--- src/design/vwp_pkg.sv ---
package vwp_pkg;

   // fixed field widths
   localparam int K_GROUPS_W   = 13;
   localparam int BLOCKS_W     = 11;
   localparam int BLOCK_IDX_W  = 10;
   localparam int EXPERT_OUT_W = 8;
   localparam int OFFSET_W     = 18;
   localparam int WORD_W       = 32;
   localparam int CSR_DATA_W   = 13;
   localparam int MAX_BLOCKS   = 1024;
   // compensation scale is 0x80, applied as a shift
   localparam int COMP_SHIFT   = 7;
   localparam int RSP_TDATA_W  = 72;
   localparam int RSP_PAD_W    = RSP_TDATA_W - EXPERT_OUT_W - BLOCK_IDX_W - OFFSET_W - WORD_W;

   // register indexes on the csr port
   typedef enum logic [0:0] {
      CSR_K_GROUPS      = 1'b0,
      CSR_EXPERT_BLOCKS = 1'b1
   } csr_index_type;

   typedef struct packed {
      logic [K_GROUPS_W-1:0] k_groups;
      logic [BLOCKS_W-1:0]   expert_blocks;
   } cfg_type;

   typedef struct packed {
      logic [EXPERT_OUT_W-1:0] expert_index;
      logic [BLOCK_IDX_W-1:0]  block_in_expert;
      logic [OFFSET_W-1:0]     word_offset;
      logic [WORD_W-1:0]       data_word;
      logic                    is_compensation;
      logic                    last;
   } result_type;

   // what one input word produces: the weight result and maybe a compensation result
   typedef struct packed {
      result_type weight;
      result_type comp;
      logic       has_comp;
   } pair_type;

endpackage

--- src/design/vwp_datapath.sv ---
module vwp_datapath #(
   parameter int BLOCK_CHANNELS = 32,
   parameter int MAX_K_GROUPS   = 4096,
   parameter int MAX_EXPERTS    = 256
) (
   input  logic                          clock,
   input  logic                          reset,
   input  logic                          push,
   input  logic [vwp_pkg::WORD_W-1:0]    word,
   input  vwp_pkg::cfg_type              cfg,
   output vwp_pkg::pair_type             pair
);

   localparam int KG_W = $clog2(MAX_K_GROUPS + 1);
   localparam int GC_W = (MAX_K_GROUPS > 1) ? $clog2(MAX_K_GROUPS) : 1;
   localparam int CH_W = $clog2(BLOCK_CHANNELS);
   localparam int EX_W = (MAX_EXPERTS > 1) ? $clog2(MAX_EXPERTS) : 1;

   logic [CH_W-1:0]                 channel_ff, channel_in;
   logic [GC_W-1:0]                 group_ff, group_in;
   logic [vwp_pkg::WORD_W-1:0]      sum_ff, sum_in;
   logic [vwp_pkg::BLOCK_IDX_W-1:0] block_ff, block_in;
   logic [EX_W-1:0]                 expert_ff, expert_in;

   logic [KG_W-1:0]                 eff_kg;
   logic [vwp_pkg::BLOCKS_W-1:0]    eff_blocks;
   logic [KG_W-1:0]                 group_next;
   logic [vwp_pkg::BLOCKS_W-1:0]    block_next;
   logic                            chan_end;
   logic                            chan_last;
   logic                            block_end;
   logic [vwp_pkg::WORD_W-1:0]      scaled [4];
   logic [vwp_pkg::WORD_W-1:0]      new_sum;

   // effective limits: zero acts as one, oversize clamps
   always_comb begin
      if (cfg.k_groups == '0) begin
         eff_kg = KG_W'(1);
      end else if (32'(cfg.k_groups) > 32'(MAX_K_GROUPS)) begin
         eff_kg = KG_W'(MAX_K_GROUPS);
      end else begin
         eff_kg = KG_W'(cfg.k_groups);
      end
      if (cfg.expert_blocks == '0) begin
         eff_blocks = vwp_pkg::BLOCKS_W'(1);
      end else if (cfg.expert_blocks > vwp_pkg::BLOCKS_W'(vwp_pkg::MAX_BLOCKS)) begin
         eff_blocks = vwp_pkg::BLOCKS_W'(vwp_pkg::MAX_BLOCKS);
      end else begin
         eff_blocks = cfg.expert_blocks;
      end
   end

   // end-of-level tests
   assign group_next = KG_W'(group_ff) + KG_W'(1);
   assign chan_end   = group_next >= eff_kg;
   assign chan_last  = channel_ff == CH_W'(BLOCK_CHANNELS - 1);
   assign block_next = vwp_pkg::BLOCKS_W'(block_ff) + vwp_pkg::BLOCKS_W'(1);
   assign block_end  = block_next >= eff_blocks;

   // four sign-extended bytes times 0x80, added to the running sum
   always_comb begin
      for (int i = 0; i < 4; i++) begin
         scaled[i] = {{(vwp_pkg::WORD_W - 8 - vwp_pkg::COMP_SHIFT){word[8*i+7]}},
                      word[8*i +: 8], {vwp_pkg::COMP_SHIFT{1'b0}}};
      end
      new_sum = sum_ff + scaled[0] + scaled[1] + scaled[2] + scaled[3];
   end

   // result pair
   always_comb begin
      pair.weight.expert_index    = vwp_pkg::EXPERT_OUT_W'(expert_ff);
      pair.weight.block_in_expert = block_ff;
      pair.weight.word_offset     = vwp_pkg::OFFSET_W'(group_ff)
                                    * vwp_pkg::OFFSET_W'(BLOCK_CHANNELS)
                                    + vwp_pkg::OFFSET_W'(channel_ff);
      pair.weight.data_word       = word;
      pair.weight.is_compensation = 1'b0;
      pair.weight.last            = !chan_end;

      pair.comp.expert_index      = vwp_pkg::EXPERT_OUT_W'(expert_ff);
      pair.comp.block_in_expert   = block_ff;
      pair.comp.word_offset       = vwp_pkg::OFFSET_W'(eff_kg)
                                    * vwp_pkg::OFFSET_W'(BLOCK_CHANNELS)
                                    + vwp_pkg::OFFSET_W'(channel_ff);
      pair.comp.data_word         = new_sum;
      pair.comp.is_compensation   = 1'b1;
      pair.comp.last              = 1'b1;

      pair.has_comp               = chan_end;
   end

   // counter next values
   always_comb begin
      channel_in = channel_ff;
      group_in   = group_ff;
      sum_in     = sum_ff;
      block_in   = block_ff;
      expert_in  = expert_ff;
      if (push) begin
         if (!chan_end) begin
            sum_in   = new_sum;
            group_in = GC_W'(group_next);
         end else begin
            sum_in   = '0;
            group_in = '0;
            if (chan_last) begin
               channel_in = '0;
               if (block_end) begin
                  block_in = '0;
                  if (expert_ff == EX_W'(MAX_EXPERTS - 1)) begin
                     expert_in = '0;
                  end else begin
                     expert_in = expert_ff + EX_W'(1);
                  end
               end else begin
                  block_in = vwp_pkg::BLOCK_IDX_W'(block_next);
               end
            end else begin
               channel_in = channel_ff + CH_W'(1);
            end
         end
      end
   end

   always_ff @(posedge clock) begin
      if (reset) begin
         channel_ff <= '0;
         group_ff   <= '0;
         sum_ff     <= '0;
         block_ff   <= '0;
         expert_ff  <= '0;
      end else begin
         channel_ff <= channel_in;
         group_ff   <= group_in;
         sum_ff     <= sum_in;
         block_ff   <= block_in;
         expert_ff  <= expert_in;
      end
   end

endmodule

--- src/design/vwp_rsp_buf.sv ---
module vwp_rsp_buf (
   input  logic                 clock,
   input  logic                 reset,
   input  logic                 push,
   input  vwp_pkg::pair_type    pair,
   output logic                 load_ready,
   output logic                 rsp_valid,
   input  logic                 rsp_ready,
   output vwp_pkg::result_type  head
);

   // holds the weight result and, behind it, the compensation result
   vwp_pkg::result_type slot0_ff, slot0_in;
   vwp_pkg::result_type slot1_ff, slot1_in;
   logic [1:0]          count_ff, count_in;
   logic                pop;

   assign rsp_valid  = count_ff != 2'd0;
   assign pop        = rsp_valid && rsp_ready;
   assign load_ready = (count_ff == 2'd0) || (count_ff == 2'd1 && rsp_ready);
   assign head       = slot0_ff;

   always_comb begin
      slot0_in = slot0_ff;
      slot1_in = slot1_ff;
      count_in = count_ff;
      if (push) begin
         slot0_in = pair.weight;
         slot1_in = pair.comp;
         count_in = pair.has_comp ? 2'd2 : 2'd1;
      end else if (pop) begin
         slot0_in = slot1_ff;
         count_in = count_ff - 2'd1;
      end
   end

   always_ff @(posedge clock) begin
      if (reset) begin
         count_ff <= 2'd0;
      end else begin
         count_ff <= count_in;
      end
   end

   always_ff @(posedge clock) begin
      slot0_ff <= slot0_in;
      slot1_ff <= slot1_in;
   end

endmodule

--- src/design/vnni_weight_pack_with_compensation.sv ---
// Packs int8 weight words for VNNI dot products and appends per-channel
// zero-point compensation. Each 32-bit word on req is four signed weights of one
// channel; words arrive expert, block, channel, k-group order. Every word comes
// back on rsp with its packed word offset (k-group * BLOCK_CHANNELS + channel);
// after a channel's last k-group a second word follows carrying 128 times the
// channel's weight sum (wrapping at 32 bits) at offset k_groups * BLOCK_CHANNELS
// + channel, flagged by rsp_tuser. rsp_tlast marks the final word produced by an
// input word. An input word is taken every cycle while rsp keeps up; a word that
// ends a channel produces two rsp words, which leave one after the other through the
// single rsp port of the two-slot result buffer. Each word passes through the input
// register and then the result register. Write csr registers (0: k_groups,
// 1: expert_blocks) only while the block is idle; both reset to 1.
module vnni_weight_pack_with_compensation #(
   parameter int BLOCK_CHANNELS = 32,
   parameter int MAX_K_GROUPS   = 4096,
   parameter int MAX_EXPERTS    = 256
) (
   input  logic                               clock,
   input  logic                               reset,
   // req: weight_word [31:0]
   input  logic                               req_tvalid,
   output logic                               req_tready,
   input  logic [vwp_pkg::WORD_W-1:0]         req_tdata,
   // rsp: expert_index [7:0], block_in_expert [17:8], word_offset [35:18],
   // data_word [67:36], zero [71:68]
   output logic                               rsp_tvalid,
   input  logic                               rsp_tready,
   output logic [vwp_pkg::RSP_TDATA_W-1:0]    rsp_tdata,
   // rsp_tuser: is_compensation [0]
   output logic                               rsp_tuser,
   output logic                               rsp_tlast,
   input  logic                               csr_valid,
   output logic                               csr_ready,
   input  logic [0:0]                         csr_index,
   input  logic [vwp_pkg::CSR_DATA_W-1:0]     csr_wdata
);

   logic                       in_valid_ff, in_valid_in;
   logic [vwp_pkg::WORD_W-1:0] in_word_ff, in_word_in;
   vwp_pkg::cfg_type           cfg_ff, cfg_in;
   vwp_pkg::pair_type          pair;
   vwp_pkg::result_type        head;
   logic                       load_ready;
   logic                       push;
   logic                       req_take;

   // config registers
   assign csr_ready = 1'b1;

   always_comb begin
      cfg_in = cfg_ff;
      if (csr_valid) begin
         case (vwp_pkg::csr_index_type'(csr_index))
            vwp_pkg::CSR_K_GROUPS: begin
               cfg_in.k_groups = csr_wdata[vwp_pkg::K_GROUPS_W-1:0];
            end
            vwp_pkg::CSR_EXPERT_BLOCKS: begin
               cfg_in.expert_blocks = csr_wdata[vwp_pkg::BLOCKS_W-1:0];
            end
            default: begin
               cfg_in = cfg_ff;
            end
         endcase
      end
   end

   always_ff @(posedge clock) begin
      if (reset) begin
         cfg_ff.k_groups      <= vwp_pkg::K_GROUPS_W'(1);
         cfg_ff.expert_blocks <= vwp_pkg::BLOCKS_W'(1);
      end else begin
         cfg_ff <= cfg_in;
      end
   end

   // input register
   assign push       = in_valid_ff && load_ready;
   assign req_tready = !in_valid_ff || push;
   assign req_take   = req_tvalid && req_tready;

   always_comb begin
      in_valid_in = in_valid_ff;
      in_word_in  = in_word_ff;
      if (req_take) begin
         in_valid_in = 1'b1;
         in_word_in  = req_tdata;
      end else if (push) begin
         in_valid_in = 1'b0;
      end
   end

   always_ff @(posedge clock) begin
      if (reset) begin
         in_valid_ff <= 1'b0;
      end else begin
         in_valid_ff <= in_valid_in;
      end
   end

   always_ff @(posedge clock) begin
      in_word_ff <= in_word_in;
   end

   // offsets, sums and counters
   vwp_datapath #(
      .BLOCK_CHANNELS (BLOCK_CHANNELS),
      .MAX_K_GROUPS   (MAX_K_GROUPS),
      .MAX_EXPERTS    (MAX_EXPERTS)
   ) u_datapath (
      .clock (clock),
      .reset (reset),
      .push  (push),
      .word  (in_word_ff),
      .cfg   (cfg_ff),
      .pair  (pair)
   );

   // result register
   vwp_rsp_buf u_rsp_buf (
      .clock      (clock),
      .reset      (reset),
      .push       (push),
      .pair       (pair),
      .load_ready (load_ready),
      .rsp_valid  (rsp_tvalid),
      .rsp_ready  (rsp_tready),
      .head       (head)
   );

   // rsp word packing
   assign rsp_tdata = {{vwp_pkg::RSP_PAD_W{1'b0}}, head.data_word, head.word_offset,
                       head.block_in_expert, head.expert_index};
   assign rsp_tuser = head.is_compensation;
   assign rsp_tlast = head.last;

endmodule

--- config.mk ---
export PLATFORM = sky130hd
export DESIGN_NAME = vnni_weight_pack_with_compensation
export DESIGN_NICKNAME = d
export VERILOG_FILES = /design/src/design/vwp_pkg.sv /design/src/design/vwp_datapath.sv /design/src/design/vwp_rsp_buf.sv /design/src/design/vnni_weight_pack_with_compensation.sv
export SDC_FILE = /design/constraint.sdc
export NUM_CORES = 1
export LEC_CHECK = 0
export BUFFER_PORTS_ARGS = -buffer_cell sky130_fd_sc_hd__buf_2
export CORE_ASPECT_RATIO = 1.5
export CORE_UTILIZATION = 40
export DETAILED_ROUTE_END_ITERATION = 12
export PLACE_DENSITY_LB_ADDON = 0.2
export SYNTH_ARGS = -nofsm -noshare
export SYNTH_HDL_FRONTEND = slang
export SYNTH_SLANG_ARGS = --single-unit
--- constraint.sdc ---
create_clock -name clock -period 6.05 [get_ports clock]
set_input_delay 0.9075 -clock clock [delete_from_list [all_inputs] [get_ports clock]]
set_output_delay 0.9075 -clock clock [all_outputs]
set_load 0.01 [all_outputs]
==> results by group <==
Timing
  – Final-report max-slew violation count: 0
  – Max Freq: around 210 MHz
  – RSZ-0062 raised after global routing: false
  – Final setup TNS: 0 ps
  – Final hold slack: 450 ps
  – Tmin final: 4800 ps
  – Slew margin rel.: 0.260
  – Setup Viol. Count Final: 0
  – Tcrit/Tclk final: 0.793
  – Worst Max-Slew Pin Slew: between 1000 and 1500 ps
  – Final hold vios: 0
  – Max Clock Skew: 17.8 ps

Synth
  – Dominant synthesized flop cell: edfxtp_1
  – Sequential share of the synthesized area: 0.516
  – Synth Area in Adders: 0.118
  – Synth Area per Inst: approximately 10 µm²
  – Yosys warnings: 0
  – Synth area leaders: edfxtp_1 (38%), dfxtp_1 (14%), fa_1 (6.2%)
  – Synth cell count leaders: nand2_1 (209), edfxtp_1 (162), inv_1 (134)
  – Mapped cell area: 12800 µm²
  – Seq cells post-synth: 250
  – XOR/XNOR share of the synthesized area: 0.0307
  – Mux cell area share after synthesis: 0.00390
  – Synth Instances: 1255
  – Post-Synth Simple-Gate Area: 0.165
  – Largest family of logic cells by synthesized area: simple AND/OR/NAND/NOR gates
  – EDFF count, synth: 162
  – Synth top area share: 0.379
  – Compound-Gate Fraction of Synth Area: 0.101
  – Cell taking the most area after synthesis: edfxtp_1
  – Distinct cells, synth: 75
  – Top-count cell post-synth: nand2_1
  – Asr flop ratio synth: 0

Global route
  – Overall Global Routing Usage: 0.193
  – Wire length of the first global-routing pass: 49200 µm
  – Congestion Overflow GR: 0
  – Vias in the first global route: 9265
  – Initial antenna violation count: 0
  – Largest net degree at the start of global routing: 91

Clock network
  – Total CTS buffers: 27
  – Resize count post-CTS: 0
  – CTS sink cnt: 250
  – Post CTS Setup Buffer Count: 0
  – H-tree depth: 1
  – Worst-path clk slew: 60 ps
  – CTS tree: yes
  – Clock Path Buffers: 3
  – Worst skew pair latency: 570 ps
  – CTS root buf: clkbuf_16
  – Hold_buf cts: 0

Layout
  – Share of layout cells above drive strength 1: 0.143
  – Area grow syn2layout: 14.2%
  – Nets: 1507
  – Final core occ: 0.462
  – Inserted Diodes: 0

Detailed routing
  – WL final: 31100 µm
  – Mean number of vias per cell: 5.14
  – Wire per inst: 17.3 µm
  – DRT Pass-1 Iters: 5
  – Drt drc: 0
  – Vias: 9200
  – DR iter-0 viols: 463
  – ANT nets after route: 0

Place
  – Final HPWL DP: 21300 µm
  – Routability congestion estimate: 0.847
  – Number of port buffers: between 100 and 150

Power
  – Logic gate share of total power: 0.464
  – Net Sw Frac: 0.405
  – Clock power share: 0.212
  – NetSw: 3.21 mW
  – PD cells: 541 nW/µm²
  – Leak: 6.20 nW
  – Max VDD drop: approximately 220 µV
  – Internal power: 4.72 mW
  – Reg power frac: 0.324

Critical path
  – CP endpoint kind: flip-flop
  – Worst Path Required: ~6400 ps
  – Critical path arrival: 5110 ps
  – CP Max Fanout: 7
  – Worst setup path class: flip-flop to flip-flop
  – Startpoint types: flip-flop

Hold path
  – Worst hold path class: flip-flop to flip-flop

Job
  – Max Cap Viol: 0

Floorplanning
  – # rows: 80
  – Die height: ~220 µm
  – DIE AREA: ~33000 µm²
  – Core area: about 32000 µm²
  – Width of the die: 148 µm
  – Starting Density: 0.404
  – IO Pins: ~130

Run status
  – Run status: finished clean
area by class of cell:
cell class                      count  area [µm²]
Clock inverter                     12         106
Multi-Input combinational cell    811        5410
Tap cell                          410         513
Clock buffer                       38         801
Fill cell                        3035       17100
Sequential cell                   250        6630
Inverter                          136         513
Timing Repair Buffer              133         693
cells by family (layout without fill, tap and decap cells):
| family | count (synthesis) | after routing |
|---|---|---|
| AOI/OAI and AO/OA | 211 | 211 |
| xor gates and xnor gates | 45 | 45 |
| adders and majority gates | 97 | 97 |
| buffers and inverters | 197 | 319 |
| DFF | 250 | 250 |
| muxes | 5 | 5 |
| other | 2 | 5 |
| and+or+nand+nor | 448 | 448 |
path summary, 6_finish.rpt:
check | from | slack (ps) | end | cells past startpoint
max | in_word_ff[7] | 1250 | u_rsp_buf.slot1_ff[31] | 15
min | u_datapath.sum_ff[11] | 450 | u_datapath.sum_ff[11] | 2
max reg2reg | in_word_ff[7] | 1250 | u_rsp_buf.slot1_ff[31] | 15
min reg2reg | u_datapath.sum_ff[11] | 450 | u_datapath.sum_ff[11] | 2
sequential cells by signal, indices dropped and copies added (netlist names):
register / cells
u_rsp_buf.head: 70
u_rsp_buf.slot1_ff: 61
in_word_ff: 32
u_datapath.sum_ff: 25
cfg_ff: 24
u_datapath.group_ff: 12
u_datapath.block_ff: 10
u_datapath.expert_ff: 8
u_datapath.channel_ff: 5
u_rsp_buf.count_ff: 2
in_valid_ff: 1
worst max-delay path, cell delays in order, from the launching register on:
cell and delay (ps):
edfxtp_1 330, inv_1 60, fa_1 530, inv_1 80, fa_1 540, inv_1 200
buf_4 240, fa_1 500, inv_1 40, ha_1 390, a21oi_1 220, o21ai_0 200
a311oi_1 560, nor4b_2 390, nor2_1 100, xor2_1 150
placed cells by master, fill, tap and decap left out, types with 6 or more instances in the layout:
| cell | instances |
|---|---|
| a21oi_1 | 91 |
| a22oi_1 | 9 |
| a31oi_1 | 9 |
| and2_1 | 11 |
| and3_1 | 25 |
| buf_2 | 122 |
| buf_4 | 11 |
| clkbuf_1 | 6 |
| clkbuf_16 | 30 |
| dfxtp_1 | 88 |
| edfxtp_1 | 162 |
| fa_1 | 40 |
| ha_1 | 57 |
| inv_1 | 134 |
| nand2_1 | 209 |
| nand3_1 | 94 |
| nand3b_1 | 12 |
| nand4_1 | 6 |
| nor2_1 | 47 |
| nor4_1 | 10 |
| o21ai_0 | 51 |
| xnor2_1 | 24 |
| xor2_1 | 21 |
metrics by stage:
step	setup WS, ps	cells	total power [mW]	instance area, µm²
4_1_cts	1220	1790	8.03	14700
2_1_floorplan	1680	1258	5.20	12800
6_report	1250	1790	7.93	14700
3_5_place_dp	1240	1740	6.31	13800
3_3_place_gp	1280	1740	6.27	13800
5_1_grt	906	1790	8.52	14700
power by group through the flow:
| stage | Combinational (mW) | Clock (mW) | Sequential, mW |
|---|---|---|---|
| after CTS | 3.72 | 1.73 | 2.57 |
| after detailed placement | 3.71 | 0 | 2.60 |
| after global placement | 3.67 | 0 | 2.60 |
| after global routing | 4.12 | 1.79 | 2.61 |
| after floorplan | 2.55 | 0 | 2.64 |
| final | 3.68 | 1.68 | 2.57 |
routing by layer:
layer / part of all wire / track usage
met1: 0.40 / 0.219
met3: 0.037 / 0.0252
met4: 0.026 / 0.0668
met2: 0.54 / 0.364
met5: 0 / 0
(Power assumes the default switching activity.)
